===== src/frs_pkg.sv =====
// shared types, widths, op codes and defaults for the roulette selector
package frs_pkg;

  // fixed field widths of the channel words
  localparam int OP_W     = 2;
  localparam int FIT_IN_W = 16;
  localparam int FRAC_W   = 16;
  localparam int SEL_W    = 8;
  localparam int TOTAL_W  = 24;
  localparam int AVG_W    = 16;
  localparam int CNT_OUT_W = 9;
  localparam int POP_W    = 9;

  localparam logic [TOTAL_W-1:0] TOTAL_MAX   = {TOTAL_W{1'b1}};
  localparam logic [POP_W-1:0]   POP_RESET   = 9'd256;

  // parameter defaults
  localparam int DEF_MAX_POPULATION = 256;
  localparam int DEF_FITNESS_BITS   = 16;

  // operation codes
  localparam logic [OP_W-1:0] OP_CLEAR  = 2'd0;
  localparam logic [OP_W-1:0] OP_LOAD   = 2'd1;
  localparam logic [OP_W-1:0] OP_SELECT = 2'd2;

  typedef struct packed {
    logic [OP_W-1:0]     op;
    logic [FIT_IN_W-1:0] fitness;
    logic [FRAC_W-1:0]   random_fraction;
  } in_word_t;

  typedef struct packed {
    logic [SEL_W-1:0]     selected_index;
    logic [TOTAL_W-1:0]   total_fitness;
    logic [FIT_IN_W-1:0]  best_fitness;
    logic [AVG_W-1:0]     average_fitness;
    logic [CNT_OUT_W-1:0] loaded_count;
    logic                 empty_error;
  } out_word_t;

  // controller to datapath
  typedef struct packed {
    logic capture;
    logic exec;
    logic walk;
    logic div_init;
    logic div_step;
    logic out_load;
  } frs_cmd_t;

  // datapath to controller
  typedef struct packed {
    logic need_walk;
    logic walk_end;
    logic div_last;
    logic out_free;
  } frs_sts_t;

endpackage


===== src/frs_ctrl.sv =====
// sequencer for capture, execute, roulette walk, average division and output
module frs_ctrl
  import frs_pkg::*;
(
  input  logic     clk,
  input  logic     rst_n,
  input  logic     in_valid,
  output logic     in_ready,
  input  frs_sts_t sts,
  output frs_cmd_t cmd
);

  localparam logic [2:0] S_IDLE  = 3'd0;
  localparam logic [2:0] S_EXEC  = 3'd1;
  localparam logic [2:0] S_WALK  = 3'd2;
  localparam logic [2:0] S_DINIT = 3'd3;
  localparam logic [2:0] S_DIV   = 3'd4;
  localparam logic [2:0] S_OUT   = 3'd5;

  logic [2:0] state_r;
  logic [2:0] state_nxt;

  assign in_ready = (state_r == S_IDLE);

  // next state and commands
  always_comb begin
    state_nxt = state_r;
    cmd       = '0;
    case (state_r)
      S_IDLE: begin
        if (in_valid) begin
          cmd.capture = 1'b1;
          state_nxt   = S_EXEC;
        end
      end
      S_EXEC: begin
        cmd.exec  = 1'b1;
        state_nxt = sts.need_walk ? S_WALK : S_DINIT;
      end
      S_WALK: begin
        cmd.walk = 1'b1;
        if (sts.walk_end) begin
          state_nxt = S_DINIT;
        end
      end
      S_DINIT: begin
        cmd.div_init = 1'b1;
        state_nxt    = S_DIV;
      end
      S_DIV: begin
        cmd.div_step = 1'b1;
        if (sts.div_last) begin
          state_nxt = S_OUT;
        end
      end
      S_OUT: begin
        if (sts.out_free) begin
          cmd.out_load = 1'b1;
          state_nxt    = S_IDLE;
        end
      end
      default: begin
        state_nxt = S_IDLE;
      end
    endcase
  end

  // state register
  always_ff @(posedge clk) begin
    if (!rst_n) begin
      state_r <= S_IDLE;
    end else begin
      state_r <= state_nxt;
    end
  end

endmodule


===== config.mk =====
export PLATFORM = sky130hd
export DESIGN_NAME = frs_ctrl
export DESIGN_NICKNAME = d
export VERILOG_FILES = /design/src/frs_pkg.sv /design/src/frs_ctrl.sv
export SDC_FILE = /design/constraint.sdc
export NUM_CORES = 1
export LEC_CHECK = 0
export BUFFER_PORTS_ARGS = -buffer_cell sky130_fd_sc_hd__buf_2
export CORE_AREA = 2 2 39 41
export DETAILED_ROUTE_END_ITERATION = 10
export DIE_AREA = 0 0 41 43
export GPL_ROUTABILITY_DRIVEN = 0
export PLACE_DENSITY_LB_ADDON = 0.05
export RECOVER_POWER = 50
export SYNTH_ARGS = -nofsm -noshare
export SYNTH_HDL_FRONTEND = slang
export SYNTH_SLANG_ARGS = --single-unit

===== constraint.sdc =====
create_clock -name clk -period 0.9 [get_ports clk]
set_input_delay 0.09 -clock clk [delete_from_list [all_inputs] [get_ports clk]]
set_output_delay 0.09 -clock clk [all_outputs]
set_load 0.1 [all_outputs]

### Yosys cells after proc, flatten, opt, wreduce, memory -nomap -nowiden

Index checks and enable logic that the tools add are counted.

* flip-flop bits (word level): 3
* bits in latches: 0
* RAM bits: 0
* bits in read-only memories: 0
* input bits: 7
* output and inout port bits: 7
* word-level logic and storage cells: 26
* memories: 0

* add/subtract/negate cells: 0
* multipliers: 0
* divide/modulo/power cells: 0
* magnitude comparators: 0
* equality and inequality tests: 9
* shift-type cells: 0
* muxes and demuxes: 14
* bitwise operators: 0
* reductions and logical operators: 2

Operators with widths (number)
* case mux 3 bit (6 select lines): 1
* 2-to-1 mux 3 bit: 4
* 2-to-1 mux 1 bit: 9
* inequality test 2 bit, second input constant: 4
* equality test 3 x 2 -> 1 bit, second input constant: 2
* equality test 3 bit, second input constant: 2
* AND reduction 4 bit: 1
* equality test 3 x 1 -> 1 bit, second input constant: 1
* logical NOT 3 bit: 1

### Longest topological paths before layout

Gate-level depths: netlist of the first run.

* depth in word-level cells: 3
* gate-level depth with buffers: 4
* mapped depth without buffers: 3

### Worst setup path after synthesis of the first run

OpenSTA, ideal clock, no wires.

* path type: reg2out
* start: reg state_r[0]
* end: out cmd[4] in the netlist's numbering
* arrival time: 2.647 ns
* data required time: 0.810 ns
* setup slack: -1.837 ns
* stages on the path, launching flop included: 3
* buffers on the path: 1
* path through: dfxtp_1 buf_6 nor3b_1

RTL lines
* start, declared: line frs_ctrl.sv:20 `logic [2:0] state_r;`
* start signal, assigned: line frs_ctrl.sv:73 `state_r <= state_nxt;`
* end, declared: line frs_ctrl.sv:10 `output frs_cmd_t cmd`

==> impl_metrics.json, run 1 <==
{
  "status": "finished with violations",
  "violations": "negative setup slack",
  "yosysSeqAreaShare": 0.238,
  "drt_pass1_iterations": 2,
  "relSlewSlack": 0.793,
  "placed_area_um2": 513,
  "grt_util_all_layers": 0.108,
  "synth.most_common_cell": "nor2_1",
  "synthTopCellsByCount": "4 x nor2_1, 3 x a21oi_1, 3 x buf_6, 3 x dfxtp_1",
  "top_regs": "state_r x3",
  "cts_buffers": 3,
  "grt_pass1_vias": 298,
  "synth_top_area_frac": 0.238,
  "io_pins": 14,
  "num_rows": 14,
  "hold_depth": 3,
  "stdcell_area_um2": 586,
  "synth_area_um2": 253,
  "r2r_slack_ns": -0.18,
  "min_from": "rst_n",
  "cp-start-kind": "flop",
  "ys_ff_latch": 3,
  "r2r_start": "state_r[1]$_SDFFE_PN0P_",
  "drtAntennaViolNets": 0,
  "cp.required_ns": 0.81,
  "irDropWorstVdd_mv": 0.916,
  "root_buffer": "clkbuf_4",
  "fin_crit_ns": 1.26,
  "num_antenna_cells": 0,
  "cts_tree": "done",
  "syn_nets": 35,
  "setup_ws_ns": -0.364,
  "r2r_end": "state_r[0]$_SDFFE_PN0P_",
  "hold_violations": 0,
  "insertion_delay_ns": 0.24,
  "cp-end-kind": "output pin",
  "powerDensity_nw_per_um2": 2970,
  "grt_overflow": 0,
  "largest_reg_flops": 3,
  "numPortBuffers": 13,
  "initial_core_util": 0.183,
  "die_y_um": 43,
  "synth_top_cell_by_area": "dfxtp_1",
  "fin_tns_setup_ns": -2.38,
  "r2r_cells": 5,
  "grt_pass1_wl_um": 1230,
  "dpl.hpwl_um": 528,
  "path_class": "flop to output pin",
  "p_leak_nw": 0.245,
  "ys.flop_type": "dfxtp_1",
  "die_area_um2": 1760,
  "synth_edf_count": 0,
  "ys_types": 17,
  "tightestPinTransition_ns": 0.308,
  "netlist_instances": 28,
  "vias_per_cell": 4.19,
  "coreArea_um2": 1380,
  "ctsHtreeMaxLevel": 1,
  "routed_wl_um": 700,
  "finalSetupViolCount": 10,
  "vias": 285,
  "cts_max_path_buffers": 2,
  "areaGrowthSynthToFinish_pct": 132,
  "grt_max_degree": 11,
  "drive_gt1_frac": 0.788,
  "holdPathEnd": "state_r[0]$_SDFFE_PN0P_",
  "yosys-top-cells-area": "dfxtp_1 24%, buf_6 13%, o41ai_2 6.4%",
  "syn_area_per_cell_um2": 9.03,
  "worstHoldPathType": "input pin to flop",
  "ys_warn_count": 0,
  "clock.fmax_mhz": 791,
  "clock_skew_ns": 0.00143,
  "maxCapViolations": 0,
  "drt_iter0_markers": 3,
  "cts.clk_slew.worst_paths_ns": 0.04,
  "cp_data_arrival_time_ns": 1.17,
  "antenna_found_initial": 0,
  "die_w_um": 41,
  "clock_sinks": 3,
  "path_max_fanout": 6,
  "rsz0062_at_grt": "true",
  "routedWlPerCell_um": 10.3,
  "regMostFlops": "state_r",
  "async_flop_share": 0,
  "drc_errors": 0,
  "nets": 60,
  "finalMaxSlewViolations": 0,
  "place_ws_ns": -0.234,
  "fin_crit_sh": 1.40
}
repair_timing:
item	in CTS	in global routing
cloned	0	0
pin swaps	3	2
hold buffers	0	0
resized for setup	10	0
endpoints found under the setup margin	10	10
buffers inserted	1	1
layout make-up:
cell class	count	area, um2
tap	16	20.0
multi-input combinational	22	205
clock buffer	4	26.3
sequential	3	68.8
fill	145	798
timing repair buffer	23	265
critical path, cell delays in order, from the launching register on:
cell	delay, ns
dfxtp_2	0.34
buf_12	0.14
nor3_4	0.12
and2_4	0.17
buf_12	0.16
layout by cell type (no fill, tap or decap), types with 2 or more instances in the layout:
master	n
clkbuf_4	3
a21oi_2	3
buf_2	6
buf_4	7
buf_12	8
dfxtp_4	2
buf_6	2
nor2_4	2
nor2_1	2
and2_4	2
how the worst max path moves through the flow:
stage                     slack (ns)                     from                      end
after floorplan                -0.91  state_r[0]$_SDFFE_PN0P_                   cmd[5]
after global placement         -0.23  state_r[0]$_SDFFE_PN0P_  state_r[0]$_SDFFE_PN0P_
after detailed placement       -0.23  state_r[1]$_SDFFE_PN0P_                   cmd[4]
after CTS                      -0.38  state_r[2]$_SDFFE_PN0P_                   cmd[5]
after global routing           -0.44  state_r[2]$_SDFFE_PN0P_                   cmd[5]
final                          -0.36  state_r[2]$_SDFFE_PN0P_                   cmd[5]
cells by family (layout without fill, tap and decap cells):
logic type,after synthesis,in the layout,synth area share
flops,3,3,0.238
buf+inv,3,27,0.134
compound gates,6,6,0.188
simple gates,15,15,0.406
xor+xnor,1,1,0.0347
metal layers:
metal  GRT usage  vias up  routed length [um]
met5           0        -                   0
met4      0.0800        0                   8
met3      0.0471        2                  59
met2       0.147       13                 351
met1       0.129      126                 281
li1            -      144                   -
through the flow:
stage	hold WS, ns	power, mW	instances	util
6_report	0.0990	1.74	68	0.423
5_1_grt	0.103	1.83	68	0.423
4_1_cts	0.0923	1.74	67	0.418
3_5_place_dp	0.349	1.40	62	0.371
3_3_place_gp	0.348	1.40	62	0.371
2_1_floorplan	0.201	0.987	28	-
power by group:
part | internal [mW] | total [mW] | switching (mW)
clock | 0.167 | 0.247 | 0.0798
sequential | 0.176 | 0.250 | 0.0735
combinational | 0.557 | 1.25 | 0.689
total | 0.900 | 1.74 | 0.842
No activity file was read; power rests on OpenSTA's default activity.
==> run 2, diff against run 1 <==
- ABC_AREA: default -> 1
==> impl_metrics.json, run 2 <==
{
  "largest_reg_flops": 3,
  "ys_ff_latch": 3,
  "drc_errors": 0,
  "path_class": "flop to output pin",
  "placed_area_um2": 573,
  "violations": "negative setup slack",
  "cts_max_path_buffers": 2,
  "r2r_end": "state_r[2]$_SDFFE_PN0P_",
  "stdcell_area_um2": 696,
  "cp-start-kind": "flop",
  "regMostFlops": "state_r",
  "nets": 79,
  "grt_pass1_wl_um": 1680,
  "syn_area_per_cell_um2": 6.65,
  "ys_warn_count": 0,
  "grt_max_degree": 6,
  "stdcell_count": 87,
  "final_cell_mix": "9 x buf_4, 7 x nand2_1, 7 x buf_12",
  "status": "finished with violations",
  "num_antenna_cells": 0,
  "rsz0062_at_grt": "true",
  "synth_top_cell_by_area": "dfxtp_1",
  "drt_pass1_iterations": 3,
  "regArea_um2": 71.3,
  "vias": 371,
  "hold_depth": 2,
  "grt_pass1_vias": 407,
  "num-fill-cells": 137,
  "die_y_um": 43,
  "synthTopCellsByCount": "7 x nand2_1, 5 x nor2_1, 4 x inv_1, 4 x inv_2",
  "finalSetupViolCount": 10,
  "maxCapViolations": 0,
  "clock.fmax_mhz": 800,
  "holdPathEnd": "state_r[1]$_SDFFE_PN0P_",
  "initial_core_util": 0.197,
  "final_common_cell": "buf_4",
  "r2r_start": "state_r[2]$_SDFFE_PN0P_",
  "areaGrowthSynthToFinish_pct": 155,
  "top_regs": "state_r x3",
  "synth_area_um2": 273,
  "routed_wl_um": 953,
  "async_flop_share": 0,
  "dpl.hpwl_um": 647,
  "path_max_fanout": 5,
  "cp.required_ns": 0.81,
  "fin_crit_sh": 1.39,
  "setup_ws_ns": -0.350,
  "postCtsHoldBufs": 0,
  "routedWlPerCell_um": 11.0,
  "syn_nets": 48,
  "multiInputGateArea_um2": 239,
  "tightestPinTransition_ns": 0.267,
  "clock_skew_ns": 0.00227,
  "coreArea_um2": 1380,
  "r2r_slack_ns": -0.24,
  "cts.clk_slew.worst_paths_ns": 0.04,
  "yosysSeqAreaShare": 0.220,
  "die_w_um": 41,
  "cts_buffers": 3,
  "ys_types": 16,
  "insertion_delay_ns": 0.23,
  "ctsHtreeMaxLevel": 1,
  "ys.flop_type": "dfxtp_1",
  "drtAntennaViolNets": 0,
  "vias_per_cell": 4.26,
  "finalMaxSlewViolations": 0,
  "hold_violations": 0,
  "yosys-top-cells-area": "dfxtp_1 22%, nand2_1 9.6%, nor2_4 8.3%",
  "grt_util_all_layers": 0.145,
  "netlist_instances": 41,
  "synth_edf_count": 0,
  "synth.most_common_cell": "nand2_1",
  "min_from": "rst_n",
  "relSlewSlack": 0.821,
  "synth_top_area_frac": 0.220,
  "dp_cells": 74,
  "num_rows": 14,
  "r2r_cells": 8,
  "antenna_found_initial": 0,
  "drive_gt1_frac": 0.718,
  "clock_sinks": 3,
  "cts_tree": "done",
  "fin_crit_ns": 1.25,
  "root_buffer": "clkbuf_4",
  "io_pins": 14,
  "cp_data_arrival_time_ns": 1.16,
  "numPortBuffers": 13,
  "die_area_um2": 1760,
  "worstHoldPathType": "input pin to flop",
  "drt_iter0_markers": 3,
  "grt_overflow": 0,
  "cp-end-kind": "output pin"
}
==> run 2: cell types whose count changed after synthesis, moves of 3 or more <==
cell / previous run / this run
a21oi_1: 3 / 0
nand2_1: 1 / 7
inv_2: 0 / 4
nand4_1: 0 / 3
inv_1: 0 / 4
==> run 2: repair_timing <==
action                                  4_1_cts  5_1_grt
hold endpoints to repair                      0        0
buffers inserted                              8        1
resized for setup                             5        3
endpoints found under the setup margin       10       10
gates cloned                                  0        0
pin swaps                                     6        3
==> run 2: worst max-delay path by stage <==
| stage | depth (start not counted) | start | to | slack (ns) |
|---|---|---|---|---|
| global route | 3 | state_r[2]$_SDFFE_PN0P_ | cmd[0] | -0.42 |
| CTS | 3 | state_r[2]$_SDFFE_PN0P_ | cmd[5] | -0.38 |
| finish | 3 | state_r[2]$_SDFFE_PN0P_ | cmd[0] | -0.35 |
| floorplan | 3 | state_r[2]$_SDFFE_PN0P_ | cmd[0] | -0.74 |
| detailed placement | 4 | state_r[1]$_SDFFE_PN0P_ | cmd[5] | -0.19 |
| global placement | 4 | state_r[1]$_SDFFE_PN0P_ | cmd[5] | -0.18 |
==> run 2: worst max-delay path, cell delays in order (launching register included) <==
cell     delay [ns]
dfxtp_4        0.41
inv_8          0.04
nor4_4         0.26
buf_12         0.21
==> run 2: cell type report <==
class                   instances  share of cell area
multi-input cells              29               0.344
repair buffers                 27               0.423
inverters                       8              0.0647
flip-flops and latches          3               0.103
clock buffers                   4              0.0378
well taps                      16              0.0288
==> run 2: per-layer routing <==
metal,vias up,track usage,share of wire
li1,192,-,-
met1,172,0.162,0.32
met2,7,0.234,0.63
met3,0,0.0209,0.047
met4,0,0.100,0
met5,-,0,0
==> run 2: cells by family (layout without fill, tap and decap cells) <==
group	after synthesis	count (layout)	share of synthesized area
and+or+nand+nor	28	28	0.601
buffers and inverters	9	39	0.151
DFF	3	3	0.220
AOI/OAI and AO/OA	1	1	0.0275
==> run 2: metrics by stage <==
stage	worst slack, ns	utilization	hold slack [ns]	setup TNS [ns]
floorplan	-0.743	-	0.201	-5.02
global placement	-0.182	0.414	0.336	-1.41
detailed placement	-0.189	0.414	0.336	-1.43
CTS	-0.376	0.489	0.0895	-3.02
global route	-0.418	0.503	0.105	-3.44
finish	-0.350	0.503	0.0951	-2.83
Power of run 2 is not shown: default switching activity piles up to over one toggle a cycle in this logic, so the estimate is an artifact.
